==> config.mk <==
export PLATFORM = sky130hd
export DESIGN_NAME = svf_ctrl
export DESIGN_NICKNAME = d
export VERILOG_FILES = /design/src/rtl/svf_pkg.sv /design/src/rtl/svf_ctrl.sv
export SDC_FILE = /design/constraint.sdc
export NUM_CORES = 1
export LEC_CHECK = 0
export ABC_CLOCK_PERIOD_IN_PS = 1640
export CAP_MARGIN = 20
export CELL_PAD_IN_SITES_DETAIL_PLACEMENT = 1
export CELL_PAD_IN_SITES_GLOBAL_PLACEMENT = 1
export CORE_MARGIN = 2
export CORE_UTILIZATION = 41
export DETAILED_ROUTE_END_ITERATION = 8
export DONT_BUFFER_PORTS = 1
export GPL_TIMING_DRIVEN = 0
export HOLD_SLACK_MARGIN = 0.15
export PLACE_DENSITY = 0.76
export SYNTH_ARGS = -nofsm -noshare
export SYNTH_HDL_FRONTEND = slang
export SYNTH_SLANG_ARGS = --single-unit
==> constraint.sdc <==
create_clock -name clk -period 1.64 [get_ports clk]
set_input_delay 0 -clock clk [delete_from_list [all_inputs] [get_ports clk]]
set_output_delay 0 -clock clk [all_outputs]
set_load 0.02 [all_outputs]
==> src/rtl/svf_pkg.sv <==
// Shared constants, types and saturation helper of the state-variable filter.
package svf_pkg;

  localparam int SVF_SAMPLE_BITS = 24;
  localparam int SVF_COEF_BITS   = 24;

  // Integrator states and internal responses are signed Q8.24.
  localparam int STATE_W    = 32;
  localparam int STATE_FRAC = 24;
  // Wide intermediate sums before saturation back to the state format.
  localparam int WIDE_W     = STATE_W + 8;

  localparam int SVF_DAMPING_RESET = 1482910;

  localparam int CFG_IDX_W = 2;

  typedef enum logic [CFG_IDX_W-1:0] {
    REG_CUTOFF  = 2'd0,
    REG_DAMPING = 2'd1,
    REG_NORM    = 2'd2,
    REG_MODE    = 2'd3
  } cfg_reg_t;

  typedef enum logic [1:0] {
    MODE_LOWPASS  = 2'd0,
    MODE_HIGHPASS = 2'd1,
    MODE_BANDPASS = 2'd2
  } mode_t;

  typedef enum logic [3:0] {
    OP_NONE     = 4'd0,
    OP_MUL_S1G  = 4'd1,
    OP_MUL_S1R  = 4'd2,
    OP_SUB_D    = 4'd3,
    OP_MUL_DH   = 4'd4,
    OP_MUL_DL   = 4'd5,
    OP_HP       = 4'd6,
    OP_MUL_HPG  = 4'd7,
    OP_BP       = 4'd8,
    OP_MUL_BPG  = 4'd9,
    OP_LP       = 4'd10,
    OP_FINISH   = 4'd11
  } dp_op_t;

  typedef struct packed {
    logic   capture;
    dp_op_t op;
  } dp_cmd_t;

  // Clamp a wide signed value to the signed 32-bit state range.
  function automatic logic signed [STATE_W-1:0] sat_state(
    input logic signed [WIDE_W-1:0] v
  );
    logic signed [STATE_W-1:0] r;
    if ((&v[WIDE_W-1:STATE_W-1]) || !(|v[WIDE_W-1:STATE_W-1])) begin
      r = v[STATE_W-1:0];
    end else if (v[WIDE_W-1]) begin
      r = {1'b1, {(STATE_W-1){1'b0}}};
    end else begin
      r = {1'b0, {(STATE_W-1){1'b1}}};
    end
    return r;
  endfunction

endpackage

==> src/rtl/svf_ctrl.sv <==
// Sequencer of the filter: steps the shared multiplier schedule and owns the output valid.
module svf_ctrl (
  input  logic             clk,
  input  logic             rst_n,
  input  logic             in_valid,
  output logic             in_stall,
  output logic             out_valid,
  input  logic             out_stall,
  output svf_pkg::dp_cmd_t cmd
);
  import svf_pkg::*;

  typedef enum logic [11:0] {
    ST_IDLE = 12'b0000_0000_0001,
    ST_G1   = 12'b0000_0000_0010,
    ST_R1   = 12'b0000_0000_0100,
    ST_D    = 12'b0000_0000_1000,
    ST_NH   = 12'b0000_0001_0000,
    ST_NL   = 12'b0000_0010_0000,
    ST_HP   = 12'b0000_0100_0000,
    ST_GH   = 12'b0000_1000_0000,
    ST_BP   = 12'b0001_0000_0000,
    ST_GB   = 12'b0010_0000_0000,
    ST_LP   = 12'b0100_0000_0000,
    ST_OUT  = 12'b1000_0000_0000
  } state_t;

  state_t state_r, state_nxt;
  logic   out_valid_r, out_valid_nxt;
  logic   finish;

  // The last step may only run when the output register is free or drains now.
  assign finish    = (state_r == ST_OUT) && (!out_valid_r || !out_stall);
  assign in_stall  = (state_r != ST_IDLE);
  assign out_valid = out_valid_r;

  always_comb begin
    state_nxt   = state_r;
    cmd.capture = 1'b0;
    cmd.op      = OP_NONE;
    case (state_r)
      ST_IDLE: begin
        if (in_valid) begin
          cmd.capture = 1'b1;
          state_nxt   = ST_G1;
        end
      end
      ST_G1: begin
        cmd.op    = OP_MUL_S1G;
        state_nxt = ST_R1;
      end
      ST_R1: begin
        cmd.op    = OP_MUL_S1R;
        state_nxt = ST_D;
      end
      ST_D: begin
        cmd.op    = OP_SUB_D;
        state_nxt = ST_NH;
      end
      ST_NH: begin
        cmd.op    = OP_MUL_DH;
        state_nxt = ST_NL;
      end
      ST_NL: begin
        cmd.op    = OP_MUL_DL;
        state_nxt = ST_HP;
      end
      ST_HP: begin
        cmd.op    = OP_HP;
        state_nxt = ST_GH;
      end
      ST_GH: begin
        cmd.op    = OP_MUL_HPG;
        state_nxt = ST_BP;
      end
      ST_BP: begin
        cmd.op    = OP_BP;
        state_nxt = ST_GB;
      end
      ST_GB: begin
        cmd.op    = OP_MUL_BPG;
        state_nxt = ST_LP;
      end
      ST_LP: begin
        cmd.op    = OP_LP;
        state_nxt = ST_OUT;
      end
      ST_OUT: begin
        if (finish) begin
          cmd.op    = OP_FINISH;
          state_nxt = ST_IDLE;
        end
      end
      default: begin
        state_nxt = ST_IDLE;
      end
    endcase
  end

  always_comb begin
    out_valid_nxt = out_valid_r;
    if (out_valid_r && !out_stall) begin
      out_valid_nxt = 1'b0;
    end
    if (finish) begin
      out_valid_nxt = 1'b1;
    end
  end

  always_ff @(posedge clk) begin
    if (!rst_n) begin
      state_r     <= ST_IDLE;
      out_valid_r <= 1'b0;
    end else begin
      state_r     <= state_nxt;
      out_valid_r <= out_valid_nxt;
    end
  end

endmodule

Yosys cells after proc, flatten, opt, wreduce, memory -nomap -nowiden
Cells that the tools add are included. Widths: inputs -> output; s select.

Output and inout bits: 7. Register bits after elaboration: 13. Latch bits: 0. Word-level logic and storage cells: 33. Input port bits: 4. Memory bits (read-only): 0. Memories kept: 0. Bits in writable memories: 0.

Reductions and logical operators: 7. $lt $le $gt $ge: 0. $add $sub $neg: 0. Divide/modulo/power cells: 0. Bitwise gates (word level): 0. Eq/ne operators: 15. Mux-type cells: 9. Shift-type cells: 0. Multipliers: 0.

Operators by type and width (count): $pmux 12 s12 (1); $pmux 4 s11 (1); $mux 12 (2); $eq 12x1->1 const B (1); $eq 12x10->1 const B (1); $eq 12x11->1 const B (1); $eq 12x12->1 const B (1); $eq 12x2->1 const B (1); $eq 12x3->1 const B (1); $eq 12x4->1 const B (1); $eq 12x5->1 const B (1); $eq 12x6->1 const B (1); $eq 12x7->1 const B (1); $eq 12x8->1 const B (1); $eq 12x9->1 const B (1); $ne 12x1->1 const B (1); $mux 1 (4); $mux 4 (1); $ne 2x2->1 const B (2); $logic_and 1x1->1 (2); $logic_not 1->1 (2); $reduce_and 2->1 (1); $reduce_bool 2->1 (1); $logic_or 1x1->1 (1).

Depth between registers and ports, before layout
Gate-level depths: netlist (run 1).

Depth in word-level cells: 5. Gate-level depth with buffers: 5. Depth with buffers taken out: 4.

Least setup slack after synthesis (run 1)
No wires, ideal clock.

Path kind: register to register. Start: register state_r[7]. End: register state_r[0]. Required time: 1.496 ns. Library setup time: 0.144 ns. Path buffers: 1. Slack: -0.220 ns. Stages on the path, launching flop included: 5. Clock period less this slack: 1.860 ns. Arrival time: 1.716 ns. Cells stage by stage: dfxtp_1 > buf_6 > or4b_2 > a31oi_1 > o41ai_1.

Cells in the longest elaborated chain, start to end: 4. Elaborated cells on any way between the ends: 17. Classes of those cells: 14 x eq/ne; 1 x mux; 2 x reduce/logical.

RTL lines: from (decl) (line svf_ctrl.sv:28) `state_t state_r, state_nxt;`; from (signal assigned) (line svf_ctrl.sv:115) `state_r <= state_nxt;`; $eq 12x12->1 (line svf_ctrl.sv:33, svf_ctrl.sv:41); $logic_and 1x1->1 (line svf_ctrl.sv:33) `assign finish = (state_r == ST_OUT) && (!out_valid_r || !out_stall);`; $ne 2x2->1 (no line); $reduce_and 2->1 (no line).

Several ways; a longest one is shown, not always the timed one. A chain may end at the register's enable or synchronous reset.

Worst setup path after layout (run 1)
Start: register state_r[11]. End: register state_r[5].

The elaborated chain is that of the path after synthesis.

==> results.yml, run 1 <==
setup_path:
  crit_type: "register to register"
  crit_fanout: 5
  reg2regPathDepth: 5
  worstPathRequired_ns: 1.82
  rr_endpoint: "state_r[5]$_SDFFE_PN0P_"
  crit_path_end_kind: "register"
  crit_slowest_cell: "or4_4"
  rrSetupSlack_ns: -0.25
  slowest_delay_ns: 0.60
  path_depth: 5
  start_kind: "register"
  worstPathCellList: "or4_4, o41a_1, buf_4, nand3_2, nor2_1"
  crit_buf_inv: 1
  crit-reg2reg-launch: "state_r[11]$_SDFFE_PN0P_"
  crit_arrival_ns: 2.07
  critical-path-top-delay-family: "simple AND/OR/NAND/NOR gates"
timing:
  period_minus_slack_ns: 1.892
  timing.slew.headroom_pct: 74.71
  setup_viol: 16
  tightestPinTransition_ns: 0.3765
  fin_tns_setup_ns: -2.297
  finalWorstSetupSlack_ns: -0.2523
  hold_viol_final: 0
  clock.fmax_ghz: 0.5285
  finalCritPeriodShare_pct: 115.4
  grt_setup_unrepaired: "true"
  finClkSkew_ns: 0.006025
  report.final.slew_viol_count: 0
layout:
  synthToLayoutAreaGrowth_pct: 44.94
  drive_gt1_share_pct: 53.98
  layout.nets: 118
  post-route-util_pct: 62.76
  layoutNonFillerInstCount: 140
  antenna_cells: 0
  fill_cells: 212
drt:
  postRouteWirelength_um: 2897
  viasPerCell: 6.164
  firstDrtPassIters: 4
  drc: 0
  drt_iter0_markers: 23
  routedWlPerCell_um: 20.69
  via_count: 863
  drtAntennaViolNets: 0
placement:
  dp.cells: 118
  io_buffers: 0
  dp_hpwl_um: 1441
  gp_congestion: 0.8038
  dp_slack_ns: -0.2222
power_and_ir_drop:
  power_mw: 0.6858
  p_leak_nw: 0.4781
  ir_worst_vdd_v: 0.0004953
  power_density_mw_per_mm2: 562.7
clock_tree:
  cts.sinks: 13
  cts_tree: "done"
  cts_buffers: 3
  clock_latency_ns: 0.28
  h-tree-depth: 1
  clockBufferDepth: 2
  clk_pin_slew_worst_paths_ns: 0.09
  root_buffer: "clkbuf_4"
die:
  core_region_area_mm2: 0.001942
  dieArea_mm2: 0.002429
  num_io_pins: 11
  die_w_um: 49.29
  die_y_um: 49.29
  initial_core_util_pct: 43.30
  num_rows: 16
logic_synthesis:
  syn-num-nets: 95
  avgSynthCellArea_um2: 9.240
  synth_cell_types: 37
  yosys_warnings: 0
  ys.flop_type: "dfxtp_1"
  yosysSeqAreaShare_pct: 30.95
  ys_async_sr_fraction_pct: 0
  ys_seq_elements: 13
  synth_edf_count: 0
  postSynthCellCount: 91
  syn-cell-area_um2: 840.8
job:
  max-cap-violations: 0
grt:
  antenna_found_initial: 0
  use_met1_pct: 30.49
  grt_pass1_wl_um: 4623
  grt_pass1_vias: 891
  met3_usage_pct: 3.681
  grt.overflow.total: 0
  gr-usage-all-layers_pct: 25.29
  grt_max_degree: 11
  met2_usage_pct: 45.27
  busiest_layer: "met2"
worst_hold_path:
  hold_depth: 3
  whs_endpoint: "out_valid$_SDFFE_PN0P_"
  worstHoldStart: "out_stall"
  min_path_type: "input port to register"
run_status:
  violations: "setup timing"
  status: "complete, but fails checks"
## layer usage
| layer | vias up | share of wire [%] |
|---|---|---|
| met4 | 0 | 2.6 |
| met3 | 12 | 4.2 |
| li1 | 394 | - |
| met2 | 29 | 51 |
| met1 | 428 | 43 |
| met5 | - | 0 |
## Yosys cell counts (3+ instances only)
cell,number,area share (%)
nor3_1,4,2.4
nand2_1,6,2.7
nor2_1,8,3.6
buf_6,5,6.7
nor4b_1,4,4.2
xnor2_1,3,3.1
nand4_1,3,2.2
dfxtp_1,13,31
nand3_1,4,2.4
buf_4,3,2.7
and3_1,3,2.2
nor3b_1,4,3.6
## repair_timing
| item | in CTS | in global routing |
|---|---|---|
| endpoints found under the hold margin | 14 | 0 |
| buffers inserted | 16 | 4 |
| endpoints found under the setup margin | 18 | 17 |
| gates resized for setup | 36 | 9 |
| pin swaps | 22 | 7 |
| hold buffers | 3 | 0 |
## kinds of logic (layout without fill, tap and decap cells)
logic type	after synthesis	after routing	synth area share (%)
DFF	13	13	30.95
xor gates and xnor gates	5	5	5.209
AOI/OAI and AO/OA	13	13	15.03
buffers and inverters	9	31	9.820
and+or+nand+nor	51	51	38.99
## cells in the final DEF (no fill, tap or decap), types with 3 or more instances in the layout
cell	n
nor3_1	3
buf_6	5
dfxtp_4	4
dfxtp_1	5
nor2_1	8
buf_4	18
xnor2_1	3
clkbuf_4	3
dfxtp_2	4
nand4_1	3
and3_1	3
nor4_4	4
dlygate4sd3_1	3
nand2_1	5
## sequential cells by signal (all words and copies together), names as in the netlist
register and count:
out_valid 1, state_r 12
## worst max-delay path by stage
stage	start	endpoint	slack, ns
after floorplan	state_r[7]$_SDFFE_PN0P_	state_r[3]$_SDFFE_PN0P_	-0.07
after global placement	state_r[7]$_SDFFE_PN0P_	state_r[6]$_SDFFE_PN0P_	-0.22
final	state_r[11]$_SDFFE_PN0P_	state_r[5]$_SDFFE_PN0P_	-0.25
after detailed placement	state_r[7]$_SDFFE_PN0P_	state_r[6]$_SDFFE_PN0P_	-0.22
after global routing	state_r[11]$_SDFFE_PN0P_	state_r[5]$_SDFFE_PN0P_	-0.28
after CTS	state_r[3]$_SDFFE_PN0P_	state_r[3]$_SDFFE_PN0P_	-0.16
## worst register-to-register path, stage by stage, from the launching register on
cell and delay (ns):
dfxtp_4 0.38, or4_4 0.60, o41a_1 0.52, buf_4 0.18
nand3_2 0.07, nor2_1 0.05
## per-stage QoR
step                      cell area, µm²  hold WS [ns]
after CTS                           1154        0.5045
after detailed placement           880.8        0.1521
after global routing                1219        0.5524
after global placement             880.8        0.1487
after floorplan                    847.1        0.1222
final                               1219        0.5287
## power by group
| part | total (mW) | switching [mW] | internal [mW] | leakage, nW |
|---|---|---|---|---|
| clock | 0.209 | 0.115 | 0.0944 | 0.0150 |
| sequential | 0.323 | 0.00866 | 0.315 | 0.110 |
| combinational | 0.153 | 0.0767 | 0.0766 | 0.353 |
## final cells by class
class	count	area [µm²]	share of cell area [%]
multi-input cells	69	650.6	53.39
inverters	1	6.256	0.5133
repair buffers	23	187.7	15.40
flip-flops and latches	13	280.3	23.00
plain buffers	3	33.78	2.772
well taps	27	33.78	2.772
clock buffers	4	26.28	2.156
(Power assumes the default switching activity.)
==> run 2, diff against run 1 <==
--- a/config.mk
+++ b/config.mk
@@ -15,6 +15,7 @@
 export DONT_BUFFER_PORTS = 1
 export GPL_TIMING_DRIVEN = 0
 export HOLD_SLACK_MARGIN = 0.15
+export MAX_ROUTING_LAYER = met4
 export PLACE_DENSITY = 0.76
 export SYNTH_ARGS = -nofsm -noshare
 export SYNTH_HDL_FRONTEND = slang
==> results.yml, run 2 (synthesis results as in run 1) <==
layout:
  drive_gt1_share_pct: 53.98
  largest_register_ffs: 12
  post-route-util_pct: 62.76
  antenna_cells: 0
  fill_cells: 212
  layout.nets: 118
  synthToLayoutAreaGrowth_pct: 44.94
  most-common-layout-cells: "buf_4, nor2_1, buf_6, nand2_1, dfxtp_1"
  regMostFlops: "state_r"
  mostFrequentLayoutCell: "buf_4"
drt:
  firstDrtPassIters: 4
  drc: 0
  drt_iter0_markers: 21
  drtAntennaViolNets: 0
  routedWlPerCell_um: 20.86
  via_count: 864
  viasPerCell: 6.171
  postRouteWirelength_um: 2921
grt:
  grt_pass1_vias: 888
  grt.overflow.total: 0
  grt_pass1_wl_um: 4623
  gr-usage-all-layers_pct: 25.99
  antenna_found_initial: 0
  grt_max_degree: 11
clock_tree:
  root_buffer: "clkbuf_4"
  h-tree-depth: 1
  cts_buffers: 3
  cts.sinks: 13
  clock_latency_ns: 0.28
  clockBufferDepth: 2
  clk_pin_slew_worst_paths_ns: 0.09
  cts_tree: "done"
timing:
  finalCritPeriodShare_pct: 114.8
  tightestPinTransition_ns: 0.3826
  setup_viol: 17
  hold_viol_final: 0
  timing.slew.headroom_pct: 74.30
  finClkSkew_ns: 0.003859
  report.final.slew_viol_count: 0
  clock.fmax_ghz: 0.5310
  grt_setup_unrepaired: "true"
  period_minus_slack_ns: 1.883
  finalWorstSetupSlack_ns: -0.2431
setup_path:
  worstPathRequired_ns: 1.82
  critical-path-top-delay-family: "simple AND/OR/NAND/NOR gates"
  crit_path_end_kind: "register"
  crit_type: "register to register"
  start_kind: "register"
  crit_fanout: 10
  crit_buf_inv: 2
  crit_slowest_cell: "o41a_1"
  crit-reg2reg-launch: "state_r[2]$_SDFFE_PN0P_"
  critPathLaunch: "state_r[2]$_SDFFE_PN0P_"
  worstPathCellList: "buf_6, or4b_4, o41a_1, buf_4, nand3_2, nor2_1"
  slowest_delay_ns: 0.52
  crit_arrival_ns: 2.06
die:
  num_io_pins: 11
  die_y_um: 49.29
  core_region_area_mm2: 0.001942
  die_w_um: 49.29
  initial_core_util_pct: 43.30
  num_rows: 16
  dieArea_mm2: 0.002429
worst_hold_path:
  worstHoldStart: "out_stall"
  min_path_type: "input port to register"
placement:
  io_buffers: 0
  dp_hpwl_um: 1441
  gp_congestion: 0.8155
power_and_ir_drop:
  ir_worst_vdd_v: 0.0004953
  power_density_mw_per_mm2: 564.2
  power_mw: 0.6876
  p_leak_nw: 0.4781
job:
  max-cap-violations: 0
run_status:
  status: "complete, but fails checks"
  violations: "setup timing"
[run 2: final cells by class]
| class | count | area, µm² | share of cell area (%) |
|---|---|---|---|
| Multi-Input combinational cell | 69 | 650.6 | 53.39 |
| Clock buffer | 4 | 26.28 | 2.156 |
| Inverter | 1 | 6.256 | 0.5133 |
| Buffer | 3 | 33.78 | 2.772 |
| Sequential cell | 13 | 280.3 | 23.00 |
| Tap cell | 27 | 33.78 | 2.772 |
| Timing Repair Buffer | 23 | 187.7 | 15.40 |
[run 2: path summary, 6_finish.rpt]
path,to,slack (ns),cells past startpoint
max,state_r[5]$_SDFFE_PN0P_,-0.24,6
min,out_valid$_SDFFE_PN0P_,0.53,3
max reg2reg,state_r[5]$_SDFFE_PN0P_,-0.24,6
min reg2reg,state_r[10]$_SDFFE_PN0P_,0.58,2
[run 2: metrics by stage]
step           setup WS, ns  area [µm²]  TNS, ns  hold WS [ns]  std cells
6_report            -0.2431        1219   -2.287        0.5267        140
5_1_grt             -0.2751        1219   -3.200        0.5524        140
4_1_cts             -0.1559        1154   -1.529        0.5045        136
3_5_place_dp        -0.2222       880.8   -2.261        0.1521        118
3_3_place_gp        -0.2186       880.8   -1.977        0.1487        118
2_1_floorplan      -0.07495       847.1  -0.4723        0.1222         91
[run 2: routing by layer]
| metal | global-route usage (%) | vias to the layer above | routed length, µm | part of all wire (%) |
|---|---|---|---|---|
| li1 | - | 391 | - | - |
| met1 | 30.30 | 424 | 1196 | 41 |
| met2 | 45.50 | 40 | 1512 | 52 |
| met3 | 3.681 | 9 | 167 | 5.7 |
| met4 | 8.571 | 0 | 44 | 1.5 |
| met5 | - | - | 0 | 0 |
[run 2: worst min-delay path: cells and delay by family]
kind	cells	cell delay, ns
AOI/OAI and AO/OA	1	0.10
and+or+nand+nor	1	0.12
buffers and inverters	1	0.54
[run 2: what timing repair did]
item | CTS | global route
hold endpoints to repair | 14 | 0
pin swaps | 22 | 7
buffers inserted | 16 | 4
hold buffers | 3 | 0
endpoints found under the setup margin | 18 | 17
gates resized for setup | 36 | 9
[run 2: where the power goes]
part	leakage [nW]	internal (mW)	total [mW]	switching, mW
sequential	0.110	0.315	0.324	0.00905
clock	0.0150	0.0945	0.209	0.114
combinational	0.353	0.0766	0.155	0.0784
